**src/design/rwlm_pkg.sv**
```systemverilog
`timescale 1ns / 1ps

package rwlm_pkg;

  // sizing
  localparam int MAX_READERS = 8;
  localparam int ID_BITS     = 8;
  localparam int REQ_ID_W    = 8;
  localparam int CNT_W       = $clog2(MAX_READERS + 1);
  localparam int IDX_W       = (MAX_READERS > 1) ? $clog2(MAX_READERS) : 1;

  // request kinds
  localparam logic [1:0] REQ_START_READ  = 2'd0;
  localparam logic [1:0] REQ_STOP_READ   = 2'd1;
  localparam logic [1:0] REQ_START_WRITE = 2'd2;
  localparam logic [1:0] REQ_STOP_WRITE  = 2'd3;

  // status codes
  localparam logic [3:0] ST_READ_GRANTED   = 4'd0;
  localparam logic [3:0] ST_ALREADY_READ   = 4'd1;
  localparam logic [3:0] ST_WRITER_ACTIVE  = 4'd2;
  localparam logic [3:0] ST_READ_STOPPED   = 4'd3;
  localparam logic [3:0] ST_NOT_READING    = 4'd4;
  localparam logic [3:0] ST_NO_READERS     = 4'd5;
  localparam logic [3:0] ST_WRITE_GRANTED  = 4'd6;
  localparam logic [3:0] ST_WRITER_BUSY    = 4'd7;
  localparam logic [3:0] ST_READERS_ACTIVE = 4'd8;
  localparam logic [3:0] ST_WRITE_STOPPED  = 4'd9;
  localparam logic [3:0] ST_NOT_OWNER      = 4'd10;
  localparam logic [3:0] ST_TABLE_FULL     = 4'd11;

  typedef logic [ID_BITS-1:0] id_t;
  typedef logic [CNT_W-1:0]   cnt_t;

  // controller to datapath
  typedef struct packed {
    logic load;
    logic scan;
    logic eval;
    logic shift;
  } rwlm_cmd_t;

  // datapath to controller
  typedef struct packed {
    logic scan_done;
    logic need_shift;
    logic shift_done;
  } rwlm_stat_t;

  // port id to internal id width (truncate or zero-extend)
  function automatic id_t to_id(input logic [REQ_ID_W-1:0] raw);
    id_t v;
    v = '0;
    for (int i = 0; i < ID_BITS; i++) begin
      if (i < REQ_ID_W) begin
        v[i] = raw[i];
      end
    end
    return v;
  endfunction

  // reader count to the 4-bit result field
  function automatic logic [3:0] cnt_to_out(input cnt_t c);
    logic [3:0] v;
    v = '0;
    for (int i = 0; i < 4; i++) begin
      if (i < CNT_W) begin
        v[i] = c[i];
      end
    end
    return v;
  endfunction

endpackage

```
**src/design/rwlm_ctrl.sv**
```systemverilog
`timescale 1ns / 1ps

module rwlm_ctrl (
  input  logic               clk,
  input  logic               rst,
  input  logic               start,
  input  rwlm_pkg::rwlm_stat_t stat,
  output rwlm_pkg::rwlm_cmd_t  cmd,
  output logic               busy,
  output logic               done
);
  import rwlm_pkg::*;

  localparam logic [2:0] S_IDLE  = 3'd0;
  localparam logic [2:0] S_SCAN  = 3'd1;
  localparam logic [2:0] S_EVAL  = 3'd2;
  localparam logic [2:0] S_SHIFT = 3'd3;
  localparam logic [2:0] S_RESP  = 3'd4;

  logic [2:0] state;
  logic [2:0] state_next;

  // next state
  always_comb begin
    state_next = state;
    case (state)
      S_IDLE:  if (start) state_next = S_SCAN;
      S_SCAN:  if (stat.scan_done) state_next = S_EVAL;
      S_EVAL:  state_next = stat.need_shift ? S_SHIFT : S_RESP;
      S_SHIFT: if (stat.shift_done) state_next = S_RESP;
      S_RESP:  state_next = S_IDLE;
      default: state_next = S_IDLE;
    endcase
  end

  always_ff @(posedge clk) begin
    if (rst) begin
      state <= S_IDLE;
    end else begin
      state <= state_next;
    end
  end

  // datapath commands
  always_comb begin
    cmd.load  = (state == S_IDLE) && start;
    cmd.scan  = (state == S_SCAN);
    cmd.eval  = (state == S_EVAL);
    cmd.shift = (state == S_SHIFT);
  end

  assign busy = (state != S_IDLE);
  assign done = (state == S_RESP);

endmodule

```
**src/design/rwlm_dpath.sv**
```systemverilog
`timescale 1ns / 1ps

module rwlm_dpath (
  input  logic                clk,
  input  logic                rst,
  input  rwlm_pkg::rwlm_cmd_t cmd,
  input  logic [1:0]          req_type,
  input  logic [7:0]          requester_id,
  output rwlm_pkg::rwlm_stat_t stat,
  output logic [3:0]          status,
  output logic [3:0]          reader_count,
  output logic                writer_active
);
  import rwlm_pkg::*;

  // reader id table, compacted into entries below count
  id_t        table_ids [MAX_READERS];

  logic [1:0] kind;
  id_t        id;
  cnt_t       count;
  logic       writer_busy;
  id_t        writer_owner;
  cnt_t       idx;
  logic       found;
  logic [IDX_W-1:0] pos;
  logic [3:0] status_reg;

  cnt_t       pos_ext;
  cnt_t       pos_inc;
  logic [IDX_W-1:0] rd_addr;
  id_t        rd_data;
  logic       in_range;
  logic       hit;

  assign pos_ext  = cnt_t'(pos);
  assign pos_inc  = pos_ext + cnt_t'(1);
  assign in_range = (idx < count);
  assign rd_addr  = cmd.shift ? pos_inc[IDX_W-1:0] : idx[IDX_W-1:0];
  assign rd_data  = table_ids[rd_addr];
  assign hit      = in_range && (rd_data == id);

  // status towards the controller
  always_comb begin
    stat.scan_done  = hit || !in_range;
    stat.need_shift = (kind == REQ_STOP_READ) && (count != '0) && found;
    stat.shift_done = (pos_inc >= count);
  end

  // request latch, scan and compaction pointer
  always_ff @(posedge clk) begin
    if (cmd.load) begin
      kind  <= req_type;
      id    <= to_id(requester_id);
      idx   <= '0;
      found <= 1'b0;
      pos   <= '0;
    end else if (cmd.scan) begin
      if (hit) begin
        found <= 1'b1;
        pos   <= idx[IDX_W-1:0];
      end else if (in_range) begin
        idx <= idx + cnt_t'(1);
      end
    end else if (cmd.shift && !stat.shift_done) begin
      pos <= pos_inc[IDX_W-1:0];
    end
  end

  // table writes: append on grant, move down on compaction
  always_ff @(posedge clk) begin
    if (cmd.eval && kind == REQ_START_READ && !writer_busy && !found &&
        count < cnt_t'(MAX_READERS)) begin
      table_ids[count[IDX_W-1:0]] <= id;
    end else if (cmd.shift && !stat.shift_done) begin
      table_ids[pos] <= rd_data;
    end
  end

  // lock state and decision
  always_ff @(posedge clk) begin
    if (rst) begin
      count        <= '0;
      writer_busy  <= 1'b0;
      writer_owner <= '0;
      status_reg   <= ST_READ_GRANTED;
    end else if (cmd.eval) begin
      case (kind)
        REQ_START_READ: begin
          if (writer_busy) begin
            status_reg <= ST_WRITER_ACTIVE;
          end else if (found) begin
            status_reg <= ST_ALREADY_READ;
          end else if (count >= cnt_t'(MAX_READERS)) begin
            status_reg <= ST_TABLE_FULL;
          end else begin
            count      <= count + cnt_t'(1);
            status_reg <= ST_READ_GRANTED;
          end
        end
        REQ_STOP_READ: begin
          if (count == '0) begin
            status_reg <= ST_NO_READERS;
          end else if (!found) begin
            status_reg <= ST_NOT_READING;
          end else begin
            status_reg <= ST_READ_STOPPED;
          end
        end
        REQ_START_WRITE: begin
          if (writer_busy) begin
            status_reg <= ST_WRITER_BUSY;
          end else if (count != '0) begin
            status_reg <= ST_READERS_ACTIVE;
          end else begin
            writer_busy  <= 1'b1;
            writer_owner <= id;
            status_reg   <= ST_WRITE_GRANTED;
          end
        end
        REQ_STOP_WRITE: begin
          if (writer_busy && writer_owner == id) begin
            writer_busy <= 1'b0;
            status_reg  <= ST_WRITE_STOPPED;
          end else begin
            status_reg <= ST_NOT_OWNER;
          end
        end
        default: begin
          status_reg <= ST_NOT_OWNER;
        end
      endcase
    end else if (cmd.shift && stat.shift_done) begin
      count <= count - cnt_t'(1);
    end
  end

  assign status        = status_reg;
  assign reader_count  = cnt_to_out(count);
  assign writer_active = writer_busy;

endmodule

```
**src/design/readers_writer_lock_manager.sv**
```systemverilog
`timescale 1ns / 1ps

// Readers-writer lock manager. A request (req_type, requester_id) is taken
// when start is high and busy is low; exactly one result beat follows, shown
// on status, reader_count and writer_active for a single cycle while done is
// high, and the receiver cannot stall it. Each request first scans the reader
// id table for the id through its single read port, passing over every active
// entry when there is no match and those ahead of the match otherwise; a stop
// read that succeeds then compacts the table, moving each active entry from
// the match onwards down by one. busy stays high from acceptance until the
// result cycle ends, and the next request can be taken at the end of the
// cycle after the result.
module readers_writer_lock_manager (
  input  logic       clk,
  input  logic       rst,
  input  logic       start,
  input  logic [1:0] req_type,
  input  logic [7:0] requester_id,
  output logic       busy,
  output logic       done,
  output logic [3:0] status,
  output logic [3:0] reader_count,
  output logic       writer_active
);
  import rwlm_pkg::*;

  rwlm_cmd_t  cmd;
  rwlm_stat_t stat;

  // sequencer
  rwlm_ctrl u_ctrl (
    .clk   (clk),
    .rst   (rst),
    .start (start),
    .stat  (stat),
    .cmd   (cmd),
    .busy  (busy),
    .done  (done)
  );

  // table and lock state
  rwlm_dpath u_dpath (
    .clk           (clk),
    .rst           (rst),
    .cmd           (cmd),
    .req_type      (req_type),
    .requester_id  (requester_id),
    .stat          (stat),
    .status        (status),
    .reader_count  (reader_count),
    .writer_active (writer_active)
  );

endmodule
```
**config.mk**
```make
export PLATFORM = sky130hd
export DESIGN_NAME = readers_writer_lock_manager
export DESIGN_NICKNAME = d
export VERILOG_FILES = /design/src/design/rwlm_pkg.sv /design/src/design/rwlm_ctrl.sv /design/src/design/rwlm_dpath.sv /design/src/design/readers_writer_lock_manager.sv
export SDC_FILE = /design/constraint.sdc
export NUM_CORES = 1
export LEC_CHECK = 0
export ABC_AREA = 1
export BUFFER_PORTS_ARGS = -buffer_cell sky130_fd_sc_hd__buf_2
export CAP_MARGIN = 20
export CORE_ASPECT_RATIO = 1.75
export CORE_MARGIN = 3
export CORE_UTILIZATION = 50
export CTS_CLUSTER_DIAMETER = 100
export CTS_CLUSTER_SIZE = 30
export DETAILED_ROUTE_END_ITERATION = 10
export PLACE_DENSITY_LB_ADDON = 0.12
export RECOVER_POWER = 25
export SYNTH_ARGS = -nofsm -noshare
export SYNTH_HDL_FRONTEND = slang
export SYNTH_HIERARCHICAL = 1
export SYNTH_SLANG_ARGS = --single-unit
```
**constraint.sdc**
```tcl
create_clock -name clk -period 3.75 [get_ports clk]
set_clock_uncertainty 0.1 [all_clocks]
set_input_delay 0.375 -clock clk [delete_from_list [all_inputs] [get_ports clk]]
set_output_delay 0.375 -clock clk [all_outputs]
set_load 0.1 [all_outputs]
```
---- Word level (Yosys, flattened, before mapping) ----
Memory sizes are Yosys's and may differ from the RTL's.
Index checks and enable logic that the tools add are counted.
storage, ports and cells
  bits in registers ....................... 38
  bits in latches ......................... 0
  bits in writable memories ............... 64
  bits in read-only memories .............. 0
  output and inout port bits .............. 11
  word-level logic and storage cells ...... 108
  memories ................................ 1
cells by class
  $add $sub $neg .......................... 4
  multiply operators ...................... 0
  divide/modulo/power cells ............... 0
  $lt $le $gt $ge ......................... 4
  eq/ne operators ......................... 18
  shifts and indexed selects .............. 0
  muxes and demuxes ....................... 36
  bitwise logic cells ..................... 3
  reduce and logical (&&, ||, !) cells .... 32
memories
  memory             depth  width  rd ports  clocked after Yosys merged registers in  wr ports  line              source
  u_dpath.table_ids  8      8      1         0                                        1         rwlm_dpath.sv:17  id_t table_ids [MAX_READERS];
operators by type and width
  kind                                                                      number
  4-bit 2-to-1 mux                                                          12
  3-bit 2-to-1 mux                                                          10
  8-bit == test                                                             2
  4-bit one-hot mux with 4 select lines                                     1
  2-bit inequality test (second input constant)                             6
  3-bit one-hot mux with 4 select lines                                     1
  1-bit logical AND                                                         11
  1-bit 2-to-1 mux                                                          9
  3-bit AND reduction                                                       3
  4-bit by 1-bit adder with 4-bit output (second input constant)            2
  8-bit 2-to-1 mux                                                          1
  8-bit OR reduction                                                        1
  3-bit by 2-bit == test with 1-bit output (second input constant)          2
  2-bit by 1-bit inequality test with 1-bit output (second input constant)  3
  2-bit nonzero test                                                        3
  5-bit AND reduction                                                       1
  3-bit by 1-bit adder with 4-bit output (second input constant)            1
  2-bit == test (second input constant)                                     2
  4-bit >= comparator                                                       1
  4-bit >= comparator (second input constant)                               1
  1-bit logical NOT                                                         4
  4-bit logical NOT                                                         1
  4-bit less-than comparator                                                1
  4-bit less-than comparator (second input constant)                        1
  other kinds (14)                                                          17

---- Longest topological paths before layout ----
Gate-level depths: netlist of run 1.
  word-level depth ........................ 9
  mapped depth ............................ 23

---- By module ----
The synthesis of run 1 kept the hierarchy.
by module, submodules not included
  module      instances  cells each  area an instance (sq um)  sequential area each (sq um)
  rwlm_dpath  1          515         4,803.4                   2,722.6
  rwlm_ctrl   1          37          217.7                     60.1

---- Worst setup path after synthesis of run 1 ----
OpenSTA, ideal clock, no wires.
  path type ............................... reg2reg
  start ................................... register u_dpath.count[1], in the netlist u_dpath/reader_count[1]
  end ..................................... memory u_dpath/table_ids[0][0] in the netlist's numbering (enable)
  arrival time ............................ 3.136 ns
  data required time ...................... 3.280 ns
  path slack .............................. 0.143 ns
  cell stages (with the launch flop) ...... 15
  path buffers ............................ 1
  clock period less this slack ............ 3.607 ns
  cells stage by stage .................... dfxtp_1 -> inv_1 -> ha_1 -> inv_1 -> nor2_1 -> o211ai_1 -> nand3_1 -> nor2_1 -> inv_1 -> a31oi_1 -> buf_2 -> nand2_1 -> o21ai_0 -> nand2_1 -> nor2_1
RTL lines
  item                      line               source
  start: declaration        rwlm_dpath.sv:21   cnt_t count;
  start signal: assignment  rwlm_dpath.sv:97   count <= count + cnt_t'(1);
  start signal: assignment  rwlm_dpath.sv:134  count <= count - cnt_t'(1);
  end: declaration          rwlm_dpath.sv:17

==> impl_metrics.csv, run 1 <==
group,metric,value,unit
run_status,outcome,"finished clean",
routing,wl_per_cell,16.7,um
sta,finalCritPeriodShare,83.5,%
sta,slew_headroom,21.8,%
cts,cts_buffer_depth,2,
synth,yosys-top-cells-area,"edfxtp_1, dfxtp_1, nand2_1",
routing,wl_met3,417,um
synth,synth_nets,577,
cts,postCtsSetupBuffers,0,
final_layout,top_regs,"u_dpath/table_ids (64), u_dpath/id (8), u_dpath/writer_owner (8)",
die,fp.coreArea,9640,sq um
final_layout,fillers,901,
grt,grt_pass1_vias,3881,
die,chipWidth,81.8,um
final_layout,syn_to_final_growth,9.77,%
sta,fmax,0.319,GHz
routing,vias,3878,
worst_setup_path,worst_path_most_repeated_cell,"nand2_1",
pwr,switchingPower,1670,uW
cts,cts_max_level,3,
synth,synth_area_leader_cell,"edfxtp_1",
sta,holdWs,0.108,ns
cts,cts_root_buf,"clkbuf_16",
die,rows,47,
final_layout,nets,606,
worst_setup_path,end_kind,"register",
pwr,p_per_area,706,nW/um^2
grt,grtUsageTotal,22.4,%
pwr,power.leakage,0.00220,uW
final_layout,largest_reg_flops,64,
worst_setup_path,critPathKind,"register to register",
worst_setup_path,crit_path_top_delay_cell,"dfxtp_1",
pwr,pwr-share-comb,40.2,%
synth,synth_edf_count,74,
worst_setup_path,cp_max_fo,30,
routing,drc,0,
synth,synthCells,552,
worst_setup_path,max_stage_delay,0.41,ns
die,die_area,11300,sq um
final_layout,diodes,0,
worst_setup_path,worstReg2RegStart,"u_ctrl/state[0]",
cts,clk_latency,0.34,ns
synth,syn_area_per_cell,9.10,sq um
synth,synth_most_common_cell,"nand2_1",
cts,post_cts_resized,0,
synth,syn_area,5020,sq um
sta,slew_viol_final,0,
worst_setup_path,worstPathCellList,"nand2_1 -> nor2_2 -> buf_4 -> inv_8 -> nand2_2 -> nand2_2 -> nand2_1 -> nand3_1 -> nand3_1 -> nand2_1 -> nand2_1 -> nand2_1 -> inv_1 -> nand2_1 -> nor2_4 -> nand2_4 -> nand2_1 -> inv_1 -> nand3_2 -> nand3_2 -> nor2_1 -> nor2_1",
worst_setup_path,crit_required,3.89,ns
sta,setup_violations,0,
routing,met2_length,6440,um
pwr,switching_share,43.0,%
cts,cts_hold_buf,0,
grt,grt_pass1_wl,19100,um
pwr,p_int,2220,uW
routing,drt_iter0_markers,304,
die,die_h,139,um
synth,yosysSeqAreaShare,55.4,%
sta,timing.setup.tns,0,ns
sta,tightest_slew,1.18,ns
final_layout,drive_above_1_share,10.4,%
sta,post-route-min-period,3.13,ns
worst_setup_path,startpoint,"u_ctrl/state[0]",
hold_path,hp-start,"requester_id[3]",
worst_setup_path,critPathLaunchType,"register",
routing,dr.pass1.iters,4,
cts,cts_made_buffers,9,
synth,synth_warnings,6,
final_layout,final_cell_area,5510,sq um
pwr,fin_total_pwr,3890,uW
cts,path_clk_slew,0.07,ns
pwr,vdd_drop_max,0.632,mV
cts,cts_tree,"yes",
routing,wirelength,11800,um
die,io-pin-count,24,
synth,synth_top_flop_cell,"edfxtp_1",
sta,hold_viol,0,
synth,synth_top_area_share,44.3,%
place,placement.io_buffers,23,
synth,synth_cell_types,37,
grt,grt_max_degree,31,
pwr,pwr-share-clk,22.0,%
routing,ant_nets,0,
synth,synthArstFlopShare,0,%
cts,cts_sinks,102,
final_layout,largest_register,"u_dpath/table_ids",
synth,ys_ff_latch,102,
job,maxCapViolCount,0,
synth,synthTopCellsByCount,"nand2_1, nand3_1, edfxtp_1, inv_1",
place,hpwl,8860,um
die,initial_core_util,52.1,%
routing,via_per_inst,5.48,
hold_path,hp-class,"primary input to register",
routing,top_layer,"met4",
grt,antenna_found_initial,0,
routing,route.layer.met1.wl,4450,um
pwr,seq_power_share,37.8,%
place,dpl-instance-area,5260,sq um
place,place.gp.congestion,0.865,
grt,grt_overflow,0,
sta,rsz0062_at_grt,"false",
worst_setup_path,worstPathArrival,3.27,ns
-- per-stage QoR --
stage               util [%]  std cells  setup WS (ns)
floorplan                  -        552          0.143
finish                  57.1        708          0.618
detailed placement      54.5        692          0.626
global placement        54.5        692          0.653
CTS                     57.3        708          0.610
global route            57.1        708          0.318
-- layer usage --
| metal | global-route usage [%] | up-vias |
|---|---|---|
| li1 | - | 1937 |
| met1 | 24.4 | 1817 |
| met2 | 39.1 | 95 |
| met3 | 4.55 | 29 |
| met4 | 12.2 | 0 |
| met5 | 0 | - |
-- worst paths after layout --
check,endpoint,cells after the start,slack (ns)
min,u_dpath/id[3],1,0.11
max reg2reg,u_ctrl/state[1],22,0.62
min reg2reg,u_dpath/status[1],2,0.37
max,u_ctrl/state[1],22,0.62
-- logic make-up (layout without fill, tap and decap cells) --
group           count (synthesis)  after routing  synth area share [%]
simple gates                  291            291                  26.0
flops                         102            102                  55.4
compound gates                 73             73                  7.92
buf+inv                        67            101                  6.33
fa+ha+maj                      12             12                  3.14
xor+xnor                        7              7                  1.22
-- power by group through the flow --
| stage | Sequential (uW) | Clock (uW) | Combinational (uW) |
|---|---|---|---|
| 6_report | 1470 | 856 | 1570 |
| 5_1_grt | 1490 | 920 | 1750 |
| 3_5_place_dp | 1490 | 0 | 1590 |
| 4_1_cts | 1470 | 880 | 1590 |
| 2_1_floorplan | 1640 | 0 | 1130 |
| 3_3_place_gp | 1490 | 0 | 1560 |
-- cell usage in the layout (no fill, tap or decap), types with 2 or more instances in the layout --
cell type / n
nand2_1: 143
nand3_1: 88
edfxtp_1: 74
inv_1: 48
nor2_1: 33
o21ai_0: 33
a21oi_1: 29
dfxtp_1: 28
buf_2: 12
clkbuf_1: 12
buf_4: 11
ha_1: 11
clkbuf_16: 9
nor3_1: 7
nand2_2: 5
clkinv_2: 4
xnor2_1: 4
nand3_2: 3
xor2_1: 3
inv_8: 2
nor2_2: 2
o211ai_1: 2
nand4_1: 2
a31oi_1: 2
nand2_4: 2
o21ai_2: 2
nor2_4: 2
or2_2: 2
-- worst max-delay path: cells and delay by family (launching register included) --
| family | cells | cell delay [ns] |
|---|---|---|
| buffers and inverters | 4 | 0.34 |
| flip-flops | 1 | 0.41 |
| AND/OR/NAND/NOR | 18 | 2.14 |
-- area by class of cell --
cell class                 instances  area (sq um)  share of cell area [%]
sequential                       102          2780                    50.5
multi-input combinational        383          1920                    34.8
clock buffer                       9           225                    4.09
inverter                          50           195                    3.54
timing repair buffer              35           188                    3.41
tap                              122           153                    2.77
clock inverter                     7          47.5                   0.863
No activity file was read; power rests on OpenSTA's default activity.
==> inputs of run 2 (changes only) <==
clock period = 2.63 ns   (was 3.75 ns; I/O delays follow)
==> impl_metrics.csv, run 2 (synthesis results as in run 1) <==
group,metric,value,unit
die,chipWidth,81.8,um
grt,grt_pass1_wl,20300,um
cts,cts_tree,"yes",
routing,vias,4123,
final_layout,top_regs,"u_dpath/table_ids (64), u_dpath/id (8), u_dpath/writer_owner (8)",
routing,drc,0,
worst_setup_path,cp.depth,13,
worst_setup_path,max_stage_delay,0.37,ns
pwr,vdd_drop_max,0.784,mV
run_status,violations,"setup timing",
routing,drt_iter0_markers,154,
worst_setup_path,worst_path_most_repeated_cell,"inv_1",
pwr,power.leakage,0.00264,uW
final_layout,instances_no_fill,762,
worst_setup_path,worstPathArrival,2.70,ns
sta,hold_viol,0,
worst_setup_path,critPathKind,"register to register",
cts,cts_sinks,102,
final_layout,utilization,67.3,%
worst_setup_path,r2r_cells,13,
sta,rsz0062_at_grt,"true",
cts,cts_max_level,3,
worst_setup_path,crit_path_top_delay_cell,"dfxtp_2",
cts,cts_root_buf,"clkbuf_16",
final_layout,largest_reg_flops,64,
sta,slew_viol_final,0,
hold_path,hp-start,"rst",
die,io-pin-count,24,
grt,grt_max_degree,18,
sta,slew_headroom,22.8,%
run_status,outcome,"complete, but fails checks",
routing,via_per_inst,5.41,
final_layout,nets,660,
place,place.gp.congestion,0.880,
pwr,pwr-share-clk,20.9,%
place,dpl-instance-area,5630,sq um
grt,antenna_found_initial,0,
cts,cts_buffer_depth,2,
pwr,seq_power_share,30.8,%
cts,path_clk_slew,0.06,ns
worst_setup_path,critPathLaunchType,"register",
routing,wirelength,13300,um
hold_path,hp-class,"primary input to register",
place,placement.io_buffers,23,
worst_setup_path,r2r-end,"u_dpath/table_ids[4][4]",
sta,tightest_slew,1.16,ns
worst_setup_path,worstReg2RegStart,"u_dpath/pos[1]",
die,fp.coreArea,9640,sq um
place,post-place-cells,716,
die,die_area,11300,sq um
cts,cts_made_buffers,9,
worst_setup_path,worstPathCellList,"inv_1 -> nor3_2 -> ha_1 -> o211ai_1 -> nand3_1 -> nor2_1 -> inv_1 -> a31oi_4 -> buf_4 -> o21ai_2 -> inv_1 -> nand2_2 -> nor2_4",
cts,clk_latency,0.34,ns
pwr,switchingPower,2850,uW
die,initial_core_util,52.1,%
pwr,p_per_area,1050,nW/um^2
hold_path,hold_end,"u_dpath/writer_active",
die,rows,47,
final_layout,syn_to_final_growth,29.2,%
routing,wl_per_cell,17.5,um
die,die_h,139,um
worst_setup_path,cp_num_buf_inv,4,
final_layout,drive_above_1_share,29.5,%
grt,grt_overflow,0,
place,dp_slack,-0.0783,ns
worst_setup_path,reg2reg_slack,-0.14,ns
sta,fmax,0.361,GHz
hold_path,holdPathStages,2,
job,maxCapViolCount,0,
pwr,switching_share,41.8,%
routing,dr.pass1.iters,4,
final_layout,diodes,0,
worst_setup_path,crit_required,2.56,ns
sta,setup_slack,-0.139,ns
final_layout,final_common_cell,"nand2_1",
final_layout,layout_common_cells,"nand2_1, edfxtp_1, nand3_1, buf_4, inv_1",
final_layout,largest_register,"u_dpath/table_ids",
routing,ant_nets,0,
worst_setup_path,cpLargestDelayFamily,"simple AND/OR/NAND/NOR gates",
sta,post-route-min-period,2.77,ns
place,hpwl,9480,um
worst_setup_path,end_kind,"register",
worst_setup_path,cp_max_fo,8,
pwr,pwr-share-comb,48.4,%
final_layout,final_cell_area,6490,sq um
pwr,p_int,3970,uW
grt,grt_pass1_vias,4072,
grt,grtUsageTotal,24.0,%
sta,setup_violations,128,
sta,finalCritPeriodShare,105,%
==> run 2: changes by cell type in the layout (fill, tap and decap cells not counted), moves of 9 or more <==
cell,change
nand3_2,+21
dfxtp_1,-9
buf_4,+36
nor2_1,-11
dlygate4sd3_1,+10
nand3_1,-22
buf_2,+9
nor2_4,+9
nand2_1,-14
==> run 2: worst max path at each step <==
stage	slack, ns	end	start
2_1_floorplan	0.01	u_dpath/table_ids[1][0]	u_dpath/reader_count[1]
3_3_place_gp	-0.008	u_dpath/table_ids[5][2]	u_dpath/pos[0]
3_5_place_dp	-0.08	u_dpath/table_ids[6][6]	u_dpath/pos[0]
4_1_cts	0.002	u_ctrl/state[2]	u_ctrl/state[0]
5_1_grt	-0.37	u_dpath/table_ids[5][0]	u_dpath/pos[1]
6_report	-0.14	u_dpath/table_ids[4][4]	u_dpath/pos[1]
==> run 2: power groups by stage <==
stage | Combinational [uW] | Sequential [uW] | Clock [uW]
5_1_grt | 3590 | 2120 | 1510
3_5_place_dp | 2760 | 2130 | 0
2_1_floorplan | 1690 | 2360 | 0
6_report | 3300 | 2100 | 1420
3_3_place_gp | 2710 | 2120 | 0
4_1_cts | 2950 | 2090 | 1440
==> run 2: through the flow <==
| stage | total power [uW] | hold slack (ns) | TNS (ns) |
|---|---|---|---|
| 2_1_floorplan | 4050 | 0.225 | 0 |
| 3_3_place_gp | 4830 | 0.339 | -0.106 |
| 3_5_place_dp | 4890 | 0.342 | -3.38 |
| 4_1_cts | 6490 | 0.0874 | 0 |
| 5_1_grt | 7220 | 0.0986 | -38.80 |
| 6_report | 6820 | 0.0895 | -8.93 |
==> run 2: metal layers <==
layer | global-route usage [%] | vias up | share of wire, %
met5 | 0 | - | 0
met4 | 13.7 | 0 | 5.1
met3 | 3.38 | 31 | 3.1
met2 | 42.9 | 88 | 56
met1 | 25.8 | 1948 | 35
li1 | - | 2056 | -
==> run 2: repair_timing <==
| item | 4_1_cts | 5_1_grt |
|---|---|---|
| cloned | 0 | 2 |
| resized for setup | 17 | 51 |
| setup endpoints to repair | 68 | 143 |
| pin swaps | 10 | 11 |
| hold buffers | 10 | 0 |
| buffers inserted | 5 | 15 |
| endpoints found under the hold margin | 10 | 0 |
==> run 2: final cells by class <==
cell class / count / area [sq um]
clock buffer: 11 / 243
sequential: 102 / 2810
inverter: 50 / 200
multi-input combinational: 384 / 2310
fill: 783 / 3160
clock inverter: 5 / 80.1
timing repair buffer: 88 / 692
tap: 122 / 153
